$ cat config.mk
export PLATFORM = sky130hd
export DESIGN_NAME = m2e_cordic
export DESIGN_NICKNAME = d
export VERILOG_FILES = /design/src/m2e_pkg.sv /design/src/m2e_cordic.sv
export SDC_FILE = /design/constraint.sdc
export NUM_CORES = 2
export LEC_CHECK = 0
export ABC_AREA = 0
export BUFFER_PORTS_ARGS = -buffer_cell sky130_fd_sc_hd__buf_2
export CAP_MARGIN = 40
export CORE_ASPECT_RATIO = 0.5
export CORE_MARGIN = 2
export CORE_UTILIZATION = 40
export CTS_BUF_LIST = sky130_fd_sc_hd__clkbuf_4 sky130_fd_sc_hd__clkbuf_8
export DETAILED_ROUTE_END_ITERATION = 10
export HOLD_SLACK_MARGIN = 0.1
export PLACE_DENSITY = 0.59
export SETUP_SLACK_MARGIN = 0.15
export SLEW_MARGIN = 20
export SYNTH_ARGS = -nofsm -noshare
export SYNTH_HDL_FRONTEND = slang
export SYNTH_SLANG_ARGS = --single-unit
$ cat constraint.sdc
create_clock -name clk -period 5.3 [get_ports clk]
set_clock_uncertainty 0.15 [all_clocks]
set_input_delay 0.53 -clock clk [delete_from_list [all_inputs] [get_ports clk]]
set_output_delay 0.53 -clock clk [all_outputs]
set_load 0.05 [all_outputs]
$ cat src/m2e_pkg.sv
// Package for the rotation matrix to Euler angle converter.
// Holds widths, the arctangent step table, payload structs and latency.
// No dependencies.
package m2e_pkg;

  localparam int DATA_WIDTH     = 16;
  localparam int FRAC_IN        = DATA_WIDTH - 2;
  localparam int OUT_FRAC       = DATA_WIDTH - 3;
  localparam int ANG_FRAC       = 20;
  localparam int CORDIC_STEPS   = 20;
  localparam int PRESCALE_BITS  = 12;
  localparam int CW             = DATA_WIDTH + PRESCALE_BITS + 4;
  localparam int ZW             = ANG_FRAC + 4;
  localparam int ROUND_SHIFT    = ANG_FRAC - OUT_FRAC;
  localparam int ISQ_STEPS      = FRAC_IN + 1;
  localparam int ISQ_PER_STAGE  = 3;
  localparam int ISQ_STAGES     = (ISQ_STEPS + ISQ_PER_STAGE - 1) / ISQ_PER_STAGE;
  localparam int SQ_W           = 2 * FRAC_IN + 2;
  localparam int LATENCY        = 1 + ISQ_STAGES + CORDIC_STEPS + 2 + 1;

  typedef logic signed [DATA_WIDTH-1:0] elem_t;

  typedef struct packed {
    elem_t row1_col1;
    elem_t row1_col2;
    elem_t row1_col3;
    elem_t row2_col2;
    elem_t row3_col1;
    elem_t row3_col2;
    elem_t row3_col3;
  } m2e_in_t;

  typedef struct packed {
    elem_t pitch_angle;
    elem_t yaw_angle;
    elem_t roll_angle;
    logic  regular;
  } m2e_out_t;

  // Operands that ride along the square root pipeline.
  typedef struct packed {
    logic  lock;
    logic  s_neg;
    elem_t s;
    elem_t roll_y;
    elem_t roll_x;
    elem_t yaw_y;
    elem_t yaw_x;
  } m2e_side_t;

  // atan(2^-i) in units of 2^-20 rad, rounded to nearest.
  function automatic logic signed [ZW-1:0] atan_entry(input int idx);
    case (idx)
      0:       atan_entry = ZW'(823550);
      1:       atan_entry = ZW'(486170);
      2:       atan_entry = ZW'(256879);
      3:       atan_entry = ZW'(130396);
      4:       atan_entry = ZW'(65451);
      5:       atan_entry = ZW'(32757);
      6:       atan_entry = ZW'(16383);
      7:       atan_entry = ZW'(8192);
      8:       atan_entry = ZW'(4096);
      9:       atan_entry = ZW'(2048);
      10:      atan_entry = ZW'(1024);
      11:      atan_entry = ZW'(512);
      12:      atan_entry = ZW'(256);
      13:      atan_entry = ZW'(128);
      14:      atan_entry = ZW'(64);
      15:      atan_entry = ZW'(32);
      16:      atan_entry = ZW'(16);
      17:      atan_entry = ZW'(8);
      18:      atan_entry = ZW'(4);
      19:      atan_entry = ZW'(2);
      default: atan_entry = '0;
    endcase
  endfunction

  localparam int HALF_PI_Z     = 2 * 823550;
  localparam int PITCH_LOCK_I  = (HALF_PI_Z + (1 << (ROUND_SHIFT - 1))) >> ROUND_SHIFT;
  localparam elem_t PITCH_LOCK = elem_t'(PITCH_LOCK_I);

endpackage

$ cat src/m2e_cordic.sv
// Pipelined vectoring CORDIC atan2: fold stage, one stage per step, rounding.
// Carries a sideband word alongside. Depends on m2e_pkg.
module m2e_cordic #(
  parameter int SIDE_W = 1
) (
  input  logic                  clk,
  input  logic                  rst_n,
  input  logic                  in_valid,
  input  m2e_pkg::elem_t        in_y,
  input  m2e_pkg::elem_t        in_x,
  input  logic [SIDE_W-1:0]     in_side,
  output logic                  out_valid,
  output m2e_pkg::elem_t        out_angle,
  output logic [SIDE_W-1:0]     out_side
);

  localparam int DW = m2e_pkg::DATA_WIDTH;
  localparam int CW = m2e_pkg::CW;
  localparam int ZW = m2e_pkg::ZW;
  localparam int NS = m2e_pkg::CORDIC_STEPS;

  logic [NS:0]              vld_r;
  logic signed [CW-1:0]     x_r    [NS+1];
  logic signed [CW-1:0]     y_r    [NS+1];
  logic signed [ZW-1:0]     z_r    [NS+1];
  logic [NS:0]              zero_r;
  logic [SIDE_W-1:0]        side_r [NS+1];

  logic signed [CW-1:0] xs, ys, x0_nxt, y0_nxt;
  logic signed [ZW-1:0] z0_nxt;

  assign xs = {{(CW-DW){in_x[DW-1]}}, in_x} <<< m2e_pkg::PRESCALE_BITS;
  assign ys = {{(CW-DW){in_y[DW-1]}}, in_y} <<< m2e_pkg::PRESCALE_BITS;

  // A negative x is turned by a quarter turn into the right half plane.
  always_comb begin
    x0_nxt = xs;
    y0_nxt = ys;
    z0_nxt = '0;
    if (xs < 0) begin
      if (ys >= 0) begin
        x0_nxt = ys;
        y0_nxt = -xs;
        z0_nxt = ZW'(m2e_pkg::HALF_PI_Z);
      end else begin
        x0_nxt = -ys;
        y0_nxt = xs;
        z0_nxt = -ZW'(m2e_pkg::HALF_PI_Z);
      end
    end
  end

  always_ff @(posedge clk) begin
    if (!rst_n) begin
      vld_r[0] <= 1'b0;
    end else begin
      vld_r[0] <= in_valid;
    end
  end

  always_ff @(posedge clk) begin
    x_r[0]    <= x0_nxt;
    y_r[0]    <= y0_nxt;
    z_r[0]    <= z0_nxt;
    zero_r[0] <= (in_x == '0) && (in_y == '0);
    side_r[0] <= in_side;
  end

  genvar i;
  generate
    for (i = 0; i < NS; i++) begin : g_step
      logic signed [CW-1:0] dx, dy;
      assign dx = y_r[i] >>> i;
      assign dy = x_r[i] >>> i;

      always_ff @(posedge clk) begin
        if (!rst_n) begin
          vld_r[i+1] <= 1'b0;
        end else begin
          vld_r[i+1] <= vld_r[i];
        end
      end

      always_ff @(posedge clk) begin
        if (y_r[i] >= 0) begin
          x_r[i+1] <= x_r[i] + dx;
          y_r[i+1] <= y_r[i] - dy;
          z_r[i+1] <= z_r[i] + m2e_pkg::atan_entry(i);
        end else begin
          x_r[i+1] <= x_r[i] - dx;
          y_r[i+1] <= y_r[i] + dy;
          z_r[i+1] <= z_r[i] - m2e_pkg::atan_entry(i);
        end
        zero_r[i+1] <= zero_r[i];
        side_r[i+1] <= side_r[i];
      end
    end
  endgenerate

  logic signed [ZW-1:0] z_round;
  logic                 vout_r;
  m2e_pkg::elem_t       ang_r;
  logic [SIDE_W-1:0]    sout_r;

  assign z_round = (z_r[NS] + ZW'(1 << (m2e_pkg::ROUND_SHIFT - 1))) >>> m2e_pkg::ROUND_SHIFT;

  always_ff @(posedge clk) begin
    if (!rst_n) begin
      vout_r <= 1'b0;
    end else begin
      vout_r <= vld_r[NS];
    end
  end

  always_ff @(posedge clk) begin
    ang_r  <= zero_r[NS] ? '0 : z_round[DW-1:0];
    sout_r <= side_r[NS];
  end

  assign out_valid = vout_r;
  assign out_angle = ang_r;
  assign out_side  = sout_r;

endmodule

## Word-level counts from Yosys, hierarchy flattened

Memory sizes are Yosys's and may differ from the RTL's. A register that Yosys moved wholly into a read port is not among the register bits.
Cells that the tools add are included.

- Memories: 4
- Memory bits (writable): 1,869
- Bits of input ports: 36
- Bits in registers: 59
- Word-level logic and storage cells: 381
- Output and inout port bits: 18

- Reductions and logical operators: 3
- Add/subtract/negate cells: 122
- Order comparisons: 22
- Mux-type cells: 126
- Bitwise operators: 60

Memories:

| name | depth | bits a word | rd ports | clocked after memory_dff | write ports | RTL line | source |
|---|---|---|---|---|---|---|---|
| x_r | 21 | 32 | 20 | 0 | 21 | m2e_cordic.sv:23 | `logic signed [CW-1:0] x_r [NS+1];` |
| y_r | 21 | 32 | 20 | 0 | 21 | m2e_cordic.sv:24 | `logic signed [CW-1:0] y_r [NS+1];` |
| z_r | 21 | 24 | 21 | 0 | 21 | m2e_cordic.sv:25 | `logic signed [ZW-1:0] z_r [NS+1];` |
| side_r | 21 | 1 | 21 | 1 | 21 | m2e_cordic.sv:27 | `logic [SIDE_W-1:0] side_r [NS+1];` |

Operators with widths:

| operator | number |
|---|---|
| two-way mux 32 bit | 44 |
| greater-or-equal comparator 32 x 1 -> 1 bit (second input constant) | 20 |
| two-way mux 24 bit | 22 |
| adder 32 x 13 -> 32 bit | 2 |
| adder 32 x 14 -> 32 bit | 2 |
| adder 32 x 15 -> 32 bit | 2 |
| adder 32 x 16 -> 32 bit | 2 |
| adder 32 x 17 -> 32 bit | 2 |
| adder 32 x 18 -> 32 bit | 2 |
| adder 32 x 19 -> 32 bit | 2 |
| adder 32 x 20 -> 32 bit | 2 |
| adder 32 x 21 -> 32 bit | 2 |
| adder 32 x 22 -> 32 bit | 2 |
| adder 32 x 23 -> 32 bit | 2 |
| adder 32 x 24 -> 32 bit | 2 |
| adder 32 x 25 -> 32 bit | 2 |
| adder 32 x 26 -> 32 bit | 2 |
| adder 32 x 27 -> 32 bit | 2 |
| adder 32 x 28 -> 32 bit | 2 |
| adder 32 x 29 -> 32 bit | 2 |
| adder 32 x 30 -> 32 bit | 2 |
| adder 32 x 31 -> 32 bit | 2 |
| negator 28 -> 32 bit | 2 |
| subtractor 32 x 13 -> 32 bit | 2 |
| 65 further kinds | 205 |

## Longest topological paths before layout

An unclocked memory read counts as a cell.

- Depth in word-level cells: 5
- Mapped depth: 21
- Mapped depth without buffers: 21

## Worst setup path after synthesis

OpenSTA, ideal clock, no wires.

- Kind: register -> register
- Start point: memory x_r[1][109] (netlist name)
- End point: memory y_r[2][30] (netlist name)
- Stages on the path, launching flop included: 20
- Path slack: 0.570 ns
- Data required time: 5.031 ns
- Data arrival time: 4.461 ns
- Library setup time: 0.119 ns
- Path through: dfxtp_1 or4_1 or3_1 nor2_1 nand2_1 or4_1 or2_2 o21ai_1 xor2_1 ha_1 clkbuf_1 and2_1 a311oi_1 nor2_1 a21oi_1 inv_1 a2111o_1 a21o_1 a21o_1 xor2_1

RTL lines:

| element | RTL line |
|---|---|
| start: declaration | m2e_cordic.sv:23 |
| end: declaration | m2e_cordic.sv:24 |

==> flow_summary.json <==
{
  "status": "completed",
  "path_cells": "or4_1 > or3_1 > nor2_1 > nand2_1 > or4_1 > or2_2 > o21ai_4 > xor2_1 > ha_2 > nor2b_1 > a311oi_2 > nor2_1 > a21oi_1 > inv_1 > a2111o_1 > a21o_1 > a21o_1 > xor2_1",
  "grt_max_degree": 66,
  "cts_root_buffer": "clkbuf_8",
  "gr-usage-all-layers": 0.198,
  "syn_avg_cell_area_um2": 8.58,
  "synth_top_area_frac": 0.290,
  "cts_buffers": 268,
  "cts.sinks": 1604,
  "min_period_ps": 5040,
  "syn-instance-count": 12928,
  "viasPerCell": 5.35,
  "nFillCells": 27062,
  "cp.arrival_ps": 5760,
  "cpLargestDelayFamily": "simple AND/OR/NAND/NOR gates",
  "seqCellArea_um2": 32100,
  "routabilityCongestion": 0.913,
  "max_stage_delay_ps": 550,
  "ys_ff_latch": 1604,
  "drc": 0,
  "totalNegativeSetupSlack_ps": 0,
  "worst_path_max_delay_cell": "or4_1",
  "hold_class": "flop to flop",
  "die_x_um": 749,
  "yosysWarningCount": 0,
  "slew_headroom": 0.353,
  "antenna_found_initial": 11,
  "grt_pass1_vias": 87882,
  "design_area_um2": 123000,
  "whs_ps": 137,
  "synth_top_area_cell": "dfxtp_1",
  "rows": 136,
  "area_delta_synth_final_pct": 10.8,
  "synth_cell_types": 86,
  "grt_pass1_wl_mm": 462,
  "place_area_um2": 116000,
  "synth_ff_type": "dfxtp_1",
  "first_pass_iters": 6,
  "initial_core_util": 0.403,
  "core_area_um2": 275000,
  "layout-drive-gt1-share": 0.0574,
  "worst_slew_pin_slew_ps": 963,
  "required_ps": 6010,
  "seq_area_frac_synth": 0.290,
  "wl_met3_mm": 10.8,
  "port_buffers": 53,
  "grt_setup_unrepaired": "true",
  "overflow": 0,
  "fin_nets": 14738,
  "cp-start-kind": "flop",
  "io_pins": 54,
  "dr_wl_met2_mm": 135,
  "dp.cells": 16611,
  "synth_area_leaders": "dfxtp_1 (29%), ha_1 (15%), xnor2_1 (9.6%)",
  "setup-violations-final": 0,
  "fin_cells": 17173,
  "multi_input_area_um2": 76300,
  "routedLengthMet1_mm": 135,
  "cts_setup_buffers": 0,
  "clock_latency_ps": 980,
  "top_layer": "met4",
  "dp_hpwl_mm": 231,
  "cts_buffer_depth": 4,
  "drtIter0Drc": 5097,
  "ant_nets": 0,
  "timing.final.crit_share": 0.952,
  "htree_levels": 5,
  "cp-end-kind": "flop",
  "critPathMaxFanout": 10,
  "routedWlPerCell_um": 16.8,
  "path_clk_slew_ps": 60,
  "syn_area_um2": 111000,
  "synth_edf_count": 0,
  "maxCapViolCount": 0,
  "max_freq_mhz": 198,
  "maxSlewViolCount": 0,
  "synth-async-reset-ratio": 0,
  "final-hold-violation-count": 0,
  "cts_tree": "done",
  "via_count": 91960,
  "postRouteWirelength_mm": 289,
  "fp.dieH_um": 376,
  "crit_type": "flop to flop",
  "path_buf_inv": 1,
  "dieArea_um2": 282000
}
[state kept, by name, summed over array words and instances (netlist names)]
signal,flops
y_r,555
zero_r,21
out_side,1
side_r,21
out_valid,1
out_angle,16
x_r,534
z_r,434
vld_r,21
[timing repair]
action	4_1_cts	5_1_grt
pin swaps	0	2
gates resized for setup	1	23
hold buffers	100	0
endpoints found under the hold margin	63	0
setup endpoints to repair	1	18
[Yosys cell counts (all sizes together) (27+ instances only)]
cell type     n
a2111oi      35
a211o        36
a211oi      102
a21boi       55
a21o        524
a21oi      1063
a31oi        92
a41oi        27
and2         84
and3        105
buf          35
clkbuf      231
dfxtp      1604
fa           45
ha         1332
inv         568
mux2i        33
nand2       757
nand2b      204
nand3       234
nand4        90
nor2        954
nor2b       210
nor3        264
nor4         94
o211ai       48
o21a        198
o21ai       766
o21bai      143
o31a         31
o31ai       248
o41ai       111
or2          61
or3         177
or4         111
xnor2      1218
xor2        645
[layout make-up]
| cell class | instances | share of cell area |
|---|---|---|
| clock buffer | 389 | 0.0403 |
| inverter | 570 | 0.0174 |
| antenna | 1 | 0.0000204 |
| multi-input combinational | 10625 | 0.621 |
| clock inverter | 71 | 0.00624 |
| sequential | 1604 | 0.262 |
| timing repair buffer | 256 | 0.0167 |
| tap | 3657 | 0.0372 |
[kinds of logic after synthesis]
kind of cell             Yosys count  synth area share
XOR/XNOR                        1863             0.147
other                              1         0.0000338
AO/OA/AOI/OAI                   3751             0.218
adder cells (fa/ha/maj)         1387             0.159
AND/OR/NAND/NOR                 3446             0.154
buffers and inverters            836            0.0283
multiplexers                      40           0.00369
flip-flops                      1604             0.290
[cell usage in the layout, fill, tap and decap left out, types with 98 or more instances in the layout]
cell type,Yosys,routed
dfxtp_1,1604,1585
ha_1,1332,1330
xnor2_1,1218,1218
a21oi_1,1061,1060
nor2_1,954,954
o21ai_0,763,761
nand2_1,757,757
xor2_1,645,645
inv_1,566,566
a21o_1,524,524
clkbuf_8,0,324
nor3_1,264,264
o31ai_1,247,243
nand3_1,234,234
nor2b_1,210,210
nand2b_1,204,204
o21a_1,198,198
or3_1,174,173
o21bai_1,143,143
conb_1,1,138
o41ai_1,111,109
or4_1,108,107
and3_1,105,105
a211oi_1,102,102
dlygate4sd3_1,0,100
buf_4,0,98
[worst paths after layout]
check / cells after the start / start / to / slack, ps
max: 18 / x_r[1][108] / y_r[2][30] / 260
min: 0 / side_r[5] / side_r[6] / 140
max reg2reg: 18 / x_r[1][108] / y_r[2][30] / 260
min reg2reg: 0 / side_r[5] / side_r[6] / 140
[routing by layer]
layer,track usage,vias to the layer above
li1,-,47243
met1,0.255,42667
met3,0.0266,497
met2,0.343,1553
met5,0,-
met4,0.0591,0
[per-stage QoR]
step                setup slack (ps)   util
floorplan                        570      -
global placement                 192  0.422
detailed placement               148  0.422
CTS                              224  0.446
global route                    46.8  0.447
finish                           255  0.447
Power is not shown: default switching activity piles up to over one toggle a cycle in this logic, so the estimate is an artifact.
